==> src/design/assert_macros.svh <==
// assertion macros used by the top-level rtl file
`ifndef ASSERT_MACROS_SVH
`define ASSERT_MACROS_SVH

// same-cycle implication, checked on every rising edge outside reset
`define RHPS_ASSERT_IMP(label, ante, cons, msg) \
    label: assert property (@(posedge clk) disable iff (!rst_n) (ante) |-> (cons)) \
        else $error(msg);

// next-cycle implication, checked on every rising edge outside reset
`define RHPS_ASSERT_NXT(label, ante, cons, msg) \
    label: assert property (@(posedge clk) disable iff (!rst_n) (ante) |=> (cons)) \
        else $error(msg);

`endif

==> src/design/rhps_pkg.sv <==
// shared types, constants and the modulo reduction of the rolling hash search
package rhps_pkg;

    // hash arithmetic
    localparam int HASH_W    = 7;
    localparam int SUM_W     = 15;
    localparam int MODULUS   = 101;
    localparam int HASH_BIAS = MODULUS * 255;
    localparam int RECIP     = 648;

    // defaults
    localparam int PATTERN_MAX_DEF = 8;
    localparam int TEXT_MAX_DEF    = 65536;
    localparam int QUEUE_DEPTH     = 2;

    // configuration port
    localparam int CFG_IDX_W  = 1;
    localparam int CFG_DATA_W = 64;
    localparam int LEN_W      = 4;
    localparam logic [CFG_IDX_W-1:0] CFG_PATTERN_CHARS  = 1'b0;
    localparam logic [CFG_IDX_W-1:0] CFG_PATTERN_LENGTH = 1'b1;

    // one text item as it travels through the queue
    typedef struct packed {
        logic [7:0] text_byte;
        logic       last_byte;
    } item_t;

    // derived pattern state handed from front to back
    typedef struct packed {
        logic [HASH_W-1:0] pattern_hash;
        logic [HASH_W-1:0] high_power;
        logic              busy;
        logic              restart;
    } pat_t;

    // x mod 101 for x below 2^15: reciprocal estimate, then one correction
    function automatic logic [HASH_W-1:0] mod101(input logic [SUM_W-1:0] x);
        logic [24:0] prod;
        logic [15:0] rem;
        prod = 25'(x) * 25'(RECIP);
        rem  = 16'(x) - 16'(prod[24:16]) * 16'(MODULUS);
        if (rem >= 16'(MODULUS))
        begin
            rem = rem - 16'(MODULUS);
        end
        return HASH_W'(rem);
    endfunction

endpackage

==> src/design/rhps_queue.sv <==
// short item queue between the front and the back
module rhps_queue #(
    parameter int DEPTH = rhps_pkg::QUEUE_DEPTH
) (
    input  logic            clk,
    input  logic            rst_n,
    input  logic            push,
    input  rhps_pkg::item_t push_item,
    output logic            full,
    input  logic            pop,
    output logic            valid,
    output rhps_pkg::item_t head_item
);

    localparam int PTR_W = (DEPTH > 1) ? $clog2(DEPTH) : 1;
    localparam int CNT_W = $clog2(DEPTH + 1);

    rhps_pkg::item_t  mem_reg [DEPTH];
    logic [PTR_W-1:0] wr_ptr_reg, wr_ptr_next;
    logic [PTR_W-1:0] rd_ptr_reg, rd_ptr_next;
    logic [CNT_W-1:0] cnt_reg, cnt_next;
    logic             do_push, do_pop;

    assign full      = (cnt_reg == CNT_W'(DEPTH));
    assign valid     = (cnt_reg != '0);
    assign head_item = mem_reg[rd_ptr_reg];
    assign do_push   = push && !full;
    assign do_pop    = pop && valid;

    // pointer and fill count
    always_comb
    begin
        wr_ptr_next = wr_ptr_reg;
        rd_ptr_next = rd_ptr_reg;
        cnt_next    = cnt_reg;
        if (do_push)
        begin
            wr_ptr_next = (wr_ptr_reg == PTR_W'(DEPTH - 1)) ? '0 : wr_ptr_reg + 1'b1;
        end
        if (do_pop)
        begin
            rd_ptr_next = (rd_ptr_reg == PTR_W'(DEPTH - 1)) ? '0 : rd_ptr_reg + 1'b1;
        end
        if (do_push && !do_pop)
        begin
            cnt_next = cnt_reg + 1'b1;
        end
        else if (do_pop && !do_push)
        begin
            cnt_next = cnt_reg - 1'b1;
        end
    end

    always_ff @(posedge clk or negedge rst_n)
    begin
        if (!rst_n)
        begin
            wr_ptr_reg <= '0;
            rd_ptr_reg <= '0;
            cnt_reg    <= '0;
        end
        else
        begin
            wr_ptr_reg <= wr_ptr_next;
            rd_ptr_reg <= rd_ptr_next;
            cnt_reg    <= cnt_next;
        end
    end

    // item storage
    always_ff @(posedge clk)
    begin
        if (do_push)
        begin
            mem_reg[wr_ptr_reg] <= push_item;
        end
    end

endmodule

==> src/design/rhps_front.sv <==
// input acceptance, configuration registers and pattern hash derivation
module rhps_front #(
    parameter int PATTERN_MAX = rhps_pkg::PATTERN_MAX_DEF,
    parameter int M_W         = $clog2(PATTERN_MAX + 1)
) (
    input  logic                              clk,
    input  logic                              rst_n,
    input  logic                              cfg_we,
    input  logic [rhps_pkg::CFG_IDX_W-1:0]    cfg_index,
    input  logic [rhps_pkg::CFG_DATA_W-1:0]   cfg_data,
    input  logic                              s_valid,
    output logic                              s_ready,
    input  logic [7:0]                        s_byte,
    input  logic                              s_last,
    input  logic                              q_full,
    output logic                              push,
    output rhps_pkg::item_t                   push_item,
    output rhps_pkg::pat_t                    pat,
    output logic [M_W-1:0]                    m_len,
    output logic [rhps_pkg::CFG_DATA_W-1:0]   chars
);

    localparam int SJ_W = (PATTERN_MAX > 1) ? $clog2(PATTERN_MAX) : 1;

    logic [rhps_pkg::CFG_DATA_W-1:0] chars_reg, chars_next;
    logic [M_W-1:0]                  m_reg, m_next;
    logic                            busy_reg, busy_next;
    logic                            restart_reg, restart_next;
    logic [SJ_W-1:0]                 step_reg, step_next;
    logic [rhps_pkg::HASH_W-1:0]     ph_reg, ph_next;
    logic [rhps_pkg::HASH_W-1:0]     hp_reg, hp_next;
    logic [7:0]                      pat_byte [PATTERN_MAX];
    logic [rhps_pkg::LEN_W-1:0]      len_raw, len_clamped;
    logic                            last_step;

    // pattern bytes, first character lowest
    always_comb
    begin
        for (int j = 0; j < PATTERN_MAX; j++)
        begin
            pat_byte[j] = chars_reg[8*j +: 8];
        end
    end

    // length clamped to the usable range
    always_comb
    begin
        len_raw = cfg_data[rhps_pkg::LEN_W-1:0];
        if (len_raw == '0)
        begin
            len_clamped = rhps_pkg::LEN_W'(1);
        end
        else if (len_raw > rhps_pkg::LEN_W'(PATTERN_MAX))
        begin
            len_clamped = rhps_pkg::LEN_W'(PATTERN_MAX);
        end
        else
        begin
            len_clamped = len_raw;
        end
    end

    assign last_step = (step_reg == SJ_W'(m_reg - 1'b1));

    // configuration writes, else one pattern byte per cycle into the hashes
    always_comb
    begin
        chars_next   = chars_reg;
        m_next       = m_reg;
        busy_next    = busy_reg;
        restart_next = 1'b0;
        step_next    = step_reg;
        ph_next      = ph_reg;
        hp_next      = hp_reg;
        if (cfg_we)
        begin
            unique case (cfg_index)
                rhps_pkg::CFG_PATTERN_CHARS:
                begin
                    chars_next = cfg_data;
                end
                rhps_pkg::CFG_PATTERN_LENGTH:
                begin
                    m_next       = M_W'(len_clamped);
                    restart_next = 1'b1;
                end
                default:
                begin
                    chars_next = chars_reg;
                end
            endcase
            busy_next = 1'b1;
            step_next = '0;
            ph_next   = '0;
            hp_next   = rhps_pkg::HASH_W'(1);
        end
        else if (busy_reg)
        begin
            ph_next = rhps_pkg::mod101({ph_reg, pat_byte[step_reg]});
            if (!last_step)
            begin
                hp_next   = rhps_pkg::mod101({hp_reg, 8'h00});
                step_next = step_reg + 1'b1;
            end
            else
            begin
                busy_next = 1'b0;
            end
        end
    end

    always_ff @(posedge clk or negedge rst_n)
    begin
        if (!rst_n)
        begin
            chars_reg   <= '0;
            m_reg       <= M_W'(1);
            busy_reg    <= 1'b0;
            restart_reg <= 1'b0;
            step_reg    <= '0;
            ph_reg      <= '0;
            hp_reg      <= rhps_pkg::HASH_W'(1);
        end
        else
        begin
            chars_reg   <= chars_next;
            m_reg       <= m_next;
            busy_reg    <= busy_next;
            restart_reg <= restart_next;
            step_reg    <= step_next;
            ph_reg      <= ph_next;
            hp_reg      <= hp_next;
        end
    end

    // items wait while the pattern hash is being rebuilt or the queue is full
    assign s_ready             = !busy_reg && !q_full;
    assign push                = s_valid && s_ready;
    assign push_item.text_byte = s_byte;
    assign push_item.last_byte = s_last;

    assign pat.pattern_hash = ph_reg;
    assign pat.high_power   = hp_reg;
    assign pat.busy         = busy_reg;
    assign pat.restart      = restart_reg;
    assign m_len            = m_reg;
    assign chars            = chars_reg;

endmodule

==> src/design/rhps_back.sv <==
// rolling hash update, window compare and result register
module rhps_back #(
    parameter int PATTERN_MAX = rhps_pkg::PATTERN_MAX_DEF,
    parameter int TEXT_MAX    = rhps_pkg::TEXT_MAX_DEF,
    parameter int M_W         = $clog2(PATTERN_MAX + 1)
) (
    input  logic                            clk,
    input  logic                            rst_n,
    input  logic                            q_valid,
    input  rhps_pkg::item_t                 q_item,
    output logic                            pop,
    input  rhps_pkg::pat_t                  pat,
    input  logic [M_W-1:0]                  m_len,
    input  logic [rhps_pkg::CFG_DATA_W-1:0] chars,
    output logic                            out_valid,
    input  logic                            out_ready,
    output logic [15:0]                     out_position,
    output logic                            out_found
);

    localparam int CNT_W     = $clog2(TEXT_MAX + 1);
    localparam int WIN_IDX_W = (PATTERN_MAX > 1) ? $clog2(PATTERN_MAX) : 1;
    localparam int POS_CAP   = (TEXT_MAX - 1 > 65535) ? 65535 : TEXT_MAX - 1;
    localparam int POS_W     = (CNT_W > 16) ? CNT_W : 16;

    typedef enum logic [1:0] {
        S_IDLE,
        S_SUB,
        S_ROLL,
        S_CHECK
    } state_t;

    state_t                       state_reg, state_next;
    logic [rhps_pkg::HASH_W-1:0]  hash_reg, hash_next;
    logic [CNT_W-1:0]             count_reg, count_next;
    logic                         found_any_reg, found_any_next;
    logic                         out_valid_reg, out_valid_next;
    logic [15:0]                  out_pos_reg, out_pos_next;
    logic                         out_found_reg, out_found_next;

    logic [7:0]                   byte_reg;
    logic                         last_reg;
    logic [rhps_pkg::SUM_W-1:0]   prod_reg;
    logic [rhps_pkg::HASH_W-1:0]  t_reg;
    logic [7:0]                   window_reg [PATTERN_MAX];
    logic [7:0]                   pat_byte [PATTERN_MAX];

    logic                         count_full;
    logic [rhps_pkg::SUM_W-1:0]   diff;
    logic                         same;
    logic                         match;
    logic                         emit;
    logic                         can_load;
    logic [CNT_W-1:0]             pos_full, pos_cap;
    logic [POS_W-1:0]             pos_ext;
    logic [WIN_IDX_W-1:0]         old_idx;

    always_comb
    begin
        for (int j = 0; j < PATTERN_MAX; j++)
        begin
            pat_byte[j] = chars[8*j +: 8];
        end
    end

    assign old_idx    = WIN_IDX_W'(m_len - 1'b1);
    assign count_full = (count_reg >= CNT_W'(m_len));
    assign pop        = (state_reg == S_IDLE) && q_valid && !pat.restart;

    // oldest byte term leaves the hash
    assign diff = rhps_pkg::SUM_W'(hash_reg) + rhps_pkg::SUM_W'(rhps_pkg::HASH_BIAS) - prod_reg;

    // window against pattern, oldest byte against first character
    always_comb
    begin
        same = 1'b1;
        for (int j = 0; j < PATTERN_MAX; j++)
        begin
            if ((M_W'(j) < m_len) &&
                (window_reg[WIN_IDX_W'(m_len - 1'b1 - M_W'(j))] != pat_byte[j]))
            begin
                same = 1'b0;
            end
        end
    end

    assign match    = count_full && (hash_reg == pat.pattern_hash) && same;
    assign emit     = match || (last_reg && !found_any_reg);
    assign can_load = !out_valid_reg || out_ready;

    // start position, saturated
    always_comb
    begin
        pos_full = count_reg - CNT_W'(m_len);
        pos_cap  = (pos_full > CNT_W'(POS_CAP)) ? CNT_W'(POS_CAP) : pos_full;
        pos_ext  = POS_W'(pos_cap);
    end

    // sequencer over the hash steps of one item
    always_comb
    begin
        state_next     = state_reg;
        hash_next      = hash_reg;
        count_next     = count_reg;
        found_any_next = found_any_reg;
        out_valid_next = out_valid_reg && !out_ready;
        out_pos_next   = out_pos_reg;
        out_found_next = out_found_reg;
        if (pat.restart)
        begin
            state_next     = S_IDLE;
            hash_next      = '0;
            count_next     = '0;
            found_any_next = 1'b0;
        end
        else
        begin
            unique case (state_reg)
                S_IDLE:
                begin
                    if (q_valid)
                    begin
                        state_next = S_SUB;
                    end
                end
                S_SUB:
                begin
                    state_next = S_ROLL;
                end
                S_ROLL:
                begin
                    hash_next  = rhps_pkg::mod101({t_reg, byte_reg});
                    count_next = (count_reg == CNT_W'(TEXT_MAX)) ? count_reg
                                                                 : count_reg + 1'b1;
                    state_next = S_CHECK;
                end
                S_CHECK:
                begin
                    if (!emit || can_load)
                    begin
                        if (emit)
                        begin
                            out_valid_next = 1'b1;
                            out_pos_next   = match ? pos_ext[15:0] : 16'h0000;
                            out_found_next = match;
                        end
                        if (match)
                        begin
                            found_any_next = 1'b1;
                        end
                        if (last_reg)
                        begin
                            hash_next      = '0;
                            count_next     = '0;
                            found_any_next = 1'b0;
                        end
                        state_next = S_IDLE;
                    end
                end
                default:
                begin
                    state_next = S_IDLE;
                end
            endcase
        end
    end

    always_ff @(posedge clk or negedge rst_n)
    begin
        if (!rst_n)
        begin
            state_reg     <= S_IDLE;
            hash_reg      <= '0;
            count_reg     <= '0;
            found_any_reg <= 1'b0;
            out_valid_reg <= 1'b0;
            out_pos_reg   <= '0;
            out_found_reg <= 1'b0;
        end
        else
        begin
            state_reg     <= state_next;
            hash_reg      <= hash_next;
            count_reg     <= count_next;
            found_any_reg <= found_any_next;
            out_valid_reg <= out_valid_next;
            out_pos_reg   <= out_pos_next;
            out_found_reg <= out_found_next;
        end
    end

    // item payload, partial products and the byte window
    always_ff @(posedge clk)
    begin
        if (pop)
        begin
            byte_reg <= q_item.text_byte;
            last_reg <= q_item.last_byte;
            prod_reg <= rhps_pkg::SUM_W'(pat.high_power) *
                        rhps_pkg::SUM_W'(window_reg[old_idx]);
        end
        if (state_reg == S_SUB)
        begin
            t_reg <= count_full ? rhps_pkg::mod101(diff) : hash_reg;
        end
        if (state_reg == S_ROLL && !pat.restart)
        begin
            for (int j = PATTERN_MAX - 1; j > 0; j--)
            begin
                window_reg[j] <= window_reg[j-1];
            end
            window_reg[0] <= byte_reg;
        end
    end

    assign out_valid    = out_valid_reg;
    assign out_position = out_pos_reg;
    assign out_found    = out_found_reg;

endmodule

==> src/design/rolling_hash_pattern_search.sv <==
// A result is registered after its text item passes the queue and the back-end states
// S_SUB, S_ROLL and S_CHECK. The back end takes a new item only once done with the last,
// through its hash sequence (oldest-byte product, subtract and reduce, shift in and reduce,
// compare). A pattern or length write holds off input while the pattern hash is derived.
// Reset clears control state; the pattern reads as length 1, all zero bytes.
// rolling hash pattern search top level
`include "assert_macros.svh"

module rolling_hash_pattern_search #(
    parameter int PATTERN_MAX = rhps_pkg::PATTERN_MAX_DEF,
    parameter int TEXT_MAX    = rhps_pkg::TEXT_MAX_DEF
) (
    input  logic                            clk,
    input  logic                            rst_n,
    input  logic                            cfg_we,
    input  logic [rhps_pkg::CFG_IDX_W-1:0]  cfg_index,
    input  logic [rhps_pkg::CFG_DATA_W-1:0] cfg_data,
    input  logic                            s_axis_tvalid,
    output logic                            s_axis_tready,
    input  logic [7:0]                      s_axis_tdata,   // text_byte
    input  logic                            s_axis_tlast,
    output logic                            m_axis_tvalid,
    input  logic                            m_axis_tready,
    output logic [15:0]                     m_axis_tdata,   // position
    output logic                            m_axis_tuser    // found
);

    localparam int M_W = $clog2(PATTERN_MAX + 1);

    logic                            push;
    rhps_pkg::item_t                 push_item;
    logic                            q_full;
    logic                            q_valid;
    rhps_pkg::item_t                 q_item;
    logic                            pop;
    rhps_pkg::pat_t                  pat;
    logic [M_W-1:0]                  m_len;
    logic [rhps_pkg::CFG_DATA_W-1:0] chars;

    // front: configuration, pattern hash and input acceptance
    rhps_front #(
        .PATTERN_MAX (PATTERN_MAX),
        .M_W         (M_W)
    ) u_front (
        .clk       (clk),
        .rst_n     (rst_n),
        .cfg_we    (cfg_we),
        .cfg_index (cfg_index),
        .cfg_data  (cfg_data),
        .s_valid   (s_axis_tvalid),
        .s_ready   (s_axis_tready),
        .s_byte    (s_axis_tdata),
        .s_last    (s_axis_tlast),
        .q_full    (q_full),
        .push      (push),
        .push_item (push_item),
        .pat       (pat),
        .m_len     (m_len),
        .chars     (chars)
    );

    // item queue
    rhps_queue #(
        .DEPTH (rhps_pkg::QUEUE_DEPTH)
    ) u_queue (
        .clk       (clk),
        .rst_n     (rst_n),
        .push      (push),
        .push_item (push_item),
        .full      (q_full),
        .pop       (pop),
        .valid     (q_valid),
        .head_item (q_item)
    );

    // back: rolling hash and match
    rhps_back #(
        .PATTERN_MAX (PATTERN_MAX),
        .TEXT_MAX    (TEXT_MAX),
        .M_W         (M_W)
    ) u_back (
        .clk          (clk),
        .rst_n        (rst_n),
        .q_valid      (q_valid),
        .q_item       (q_item),
        .pop          (pop),
        .pat          (pat),
        .m_len        (m_len),
        .chars        (chars),
        .out_valid    (m_axis_tvalid),
        .out_ready    (m_axis_tready),
        .out_position (m_axis_tdata),
        .out_found    (m_axis_tuser)
    );

    // checks
    `RHPS_ASSERT_IMP(a_no_accept_busy, s_axis_tvalid && s_axis_tready, !pat.busy, "item taken during pattern derivation")
    `RHPS_ASSERT_IMP(a_no_push_full, push, !q_full, "queue push while full")
    `RHPS_ASSERT_NXT(a_len_rederive, cfg_we && (cfg_index == rhps_pkg::CFG_PATTERN_LENGTH), pat.busy && pat.restart, "length write did not restart")
    `RHPS_ASSERT_IMP(a_notfound_zero, m_axis_tvalid && !m_axis_tuser, m_axis_tdata == 16'h0000, "not-found result with nonzero position")

endmodule
==> config.mk <==
export PLATFORM = sky130hd
export DESIGN_NAME = rolling_hash_pattern_search
export DESIGN_NICKNAME = d
export VERILOG_FILES = /design/src/design/rhps_pkg.sv /design/src/design/rhps_queue.sv /design/src/design/rhps_front.sv /design/src/design/rhps_back.sv /design/src/design/rolling_hash_pattern_search.sv
export VERILOG_INCLUDE_DIRS = /design/src /design/src/design
export SDC_FILE = /design/constraint.sdc
export NUM_CORES = 1
export LEC_CHECK = 0
export BUFFER_PORTS_ARGS = -buffer_cell sky130_fd_sc_hd__buf_2
export CELL_PAD_IN_SITES_DETAIL_PLACEMENT = 1
export CELL_PAD_IN_SITES_GLOBAL_PLACEMENT = 2
export CORE_ASPECT_RATIO = 1.5
export CORE_UTILIZATION = 43
export CTS_CLUSTER_DIAMETER = 40
export DETAILED_ROUTE_END_ITERATION = 8
export PLACE_DENSITY_LB_ADDON = 0.1
export SLEW_MARGIN = 20
export SYNTH_ARGS = -nofsm -noshare
export SYNTH_HDL_FRONTEND = slang
export SYNTH_SLANG_ARGS = --single-unit
==> constraint.sdc <==
create_clock -name clk -period 12.9 [get_ports clk]
set_input_delay 1.29 -clock clk [delete_from_list [all_inputs] [get_ports clk]]
set_output_delay 1.29 -clock clk [all_outputs]
set_load 0.02 [all_outputs]
==> results.py <==
metrics = {
    "outcome": {
        "run_status": "finished, final reports clean",
    },
    "floorplan": {
        "die_w_um": 208,
        "die_area_um2": 65000,
        "num_rows": 113,
        "initial_core_util": 0.434,
        "core_area_um2": 63300,
        "die_h_um": 312,
        "io_pins": 98,
    },
    "sta": {
        "drv_slew": 0,
        "max_freq_mhz": 90.1,
        "setup-tns-final_ps": 0,
        "min_period_over_period": 0.861,
        "setup-violations-final": 0,
        "period_minus_slack_ps": 11100,
        "tightest_slew_ps": 1070,
        "finalClockSkew_ps": 55.3,
        "relSlewSlack": 0.289,
        "finalHoldViolations": 0,
        "rsz0062_at_grt": "no",
    },
    "final_layout": {
        "final_util": 0.477,
        "antenna_cells": 0,
        "layout-drive-gt1-share": 0.136,
        "mostFrequentLayoutCells": "ha_1 (448), inv_1 (402), xnor2_1 (175)",
        "final_nets": 3393,
        "layout_commonest_cell": "ha_1",
        "syn_to_final_growth_pct": 9.76,
    },
    "routing": {
        "avgViaCountPerCell": 5.56,
        "wl_met2_um": 43300,
        "ant_nets": 0,
        "highest_layer": "met4",
        "avgRoutedWirePerCell_um": 21.7,
        "drcViolationCount": 0,
        "wirelength_um": 77400,
        "wl_met3_um": 1620,
        "first_iter_violations": 652,
        "drt-met1-wl_um": 29400,
        "firstDrtPassIters": 5,
        "vias": 19800,
    },
    "setup_path": {
        "crit_slowest_cell": "fa_1",
        "arrival_ps": 11430,
        "path_buf_inv": 6,
        "max_stage_delay_ps": 570,
        "crit_type": "reg2reg",
        "critPathRequiredTime_ps": 13230,
        "end_kind": "flip-flop",
        "crit_family": "adder cells",
        "cp-start-kind": "flip-flop",
        "cp_max_fo": 6,
        "crit_top_cell": "ha_1",
    },
    "synthesis": {
        "synth-seq-cells": 249,
        "synth.area.top_cells": "ha_1 (20%), edfxtp_1 (12%), dfrtp_1 (12%), fa_1 (10%), mux4_2 (6.6%)",
        "synth-edff-count": 113,
        "syn_area_per_cell_um2": 10.4,
        "synth_area_um2": 27500,
        "syn_nets": 3309,
        "yosys_most_used_dff": "dfrtp_1",
        "synth_cell_types": 82,
        "synthCells": 2643,
        "yosysSeqAreaShare": 0.247,
        "post-synth-top-area-cell": "ha_1",
        "synth.top_cell.area_share": 0.204,
        "async_flop_share": 0.546,
        "yosys_warnings": 0,
    },
    "clocking": {
        "cts_tree": "yes",
        "cts-root-buf": "clkbuf_16",
        "post_cts_buffers": 0,
        "clockBufferDepth": 3,
        "clkSlewWorstSetupHoldPaths_ps": 60,
        "htreeDepth": 2,
        "clkLatencyLatePin_ps": 600,
        "cts.repair.resized": 0,
        "ctsHoldBuffers": 0,
        "clock-sinks": 249,
        "cts_made_buffers": 40,
    },
    "placement": {
        "place.gp.congestion": 0.887,
        "dp.final_hpwl_um": 64500,
        "portBuffers": 97,
    },
    "run": {
        "drv_cap": 0,
    },
    "global_routing": {
        "grt_pass1_vias": 22600,
        "grt_use_total": 0.248,
        "antenna_found_initial": 0,
        "grt_pass1_wl_um": 125000,
        "grt_max_degree": 85,
        "grt.overflow.total": 0,
    },
    "min_path": {
        "worstHoldPathType": "reg2reg",
    },
}
[worst paths after layout]
path	from	to	slack [ps]	cells past startpoint
setup reg to reg	u_back.hash_reg[1]	u_back.t_reg[6]	1800	42
min in group asynchronous	rst_n	u_front.chars[5]	780	1
max in group asynchronous	rst_n	u_back.hash_reg[5]	10840	2
hold reg to reg	u_back.out_found	u_back.out_found	470	1
setup / recovery	u_back.hash_reg[1]	u_back.t_reg[6]	1800	42
hold / removal	u_back.out_found	u_back.out_found	470	1
[cells in the mapped netlist, drive strengths merged, types with 6 or more instances]
cell type / n
a21o: 14
inv: 402
o31ai: 9
and2: 17
nand4: 14
mux2i: 86
a31oi: 15
nand2: 117
mux4: 80
or3: 14
nor4: 19
buf: 36
ha: 449
nor2b: 35
a211oi: 10
nand3b: 7
o21bai: 15
nor3b: 8
nand3: 28
a21oi: 114
dfrtp: 134
o21ai: 105
nor2: 127
o31a: 6
o21a: 15
mux2: 82
xor2: 63
or2: 7
clkbuf: 31
fa: 138
nor3: 41
xnor2: 175
or4: 8
and3: 20
nand2b: 17
edfxtp: 113
[layer usage]
metal | vias up | track usage
li1 | 9392 | -
met1 | 10100 | 0.266
met2 | 246 | 0.491
met3 | 129 | 0.0226
met4 | 0 | 0.0938
met5 | - | 0
[layout make-up]
type	instances	area, um2
clock inverter	33	413
multi-input combinational	1924	18900
tap	805	1010
clock buffer	41	1010
fill	6963	33200
timing repair buffer	109	582
inverter	403	1510
sequential	249	6800
[cell families (layout without fill, tap and decap cells)]
kind of cell	count (synthesis)	count (layout)	share of synthesized area
xor gates and xnor gates	240	240	0.0774
AOI/OAI and AO/OA	359	359	0.0820
muxes	248	248	0.130
DFF	249	249	0.247
buffers and inverters	470	586	0.0683
adders and majority gates	587	587	0.305
and+or+nand+nor	490	490	0.0899
[stage by stage]
stage / cell area, um2 / hold slack (ps) / setup slack, ps / instances
final: 30200 / 470 / 1800 / 3564
after global placement: 28800 / 455 / 1960 / 3490
after CTS: 30200 / 475 / 1730 / 3564
after detailed placement: 28800 / 461 / 1740 / 3490
after global routing: 30200 / 506 / 985 / 3564
after floorplan: 27500 / 461 / 2820 / 2643
Power is not shown: default switching activity piles up to over one toggle a cycle in this logic, so the estimate is an artifact.
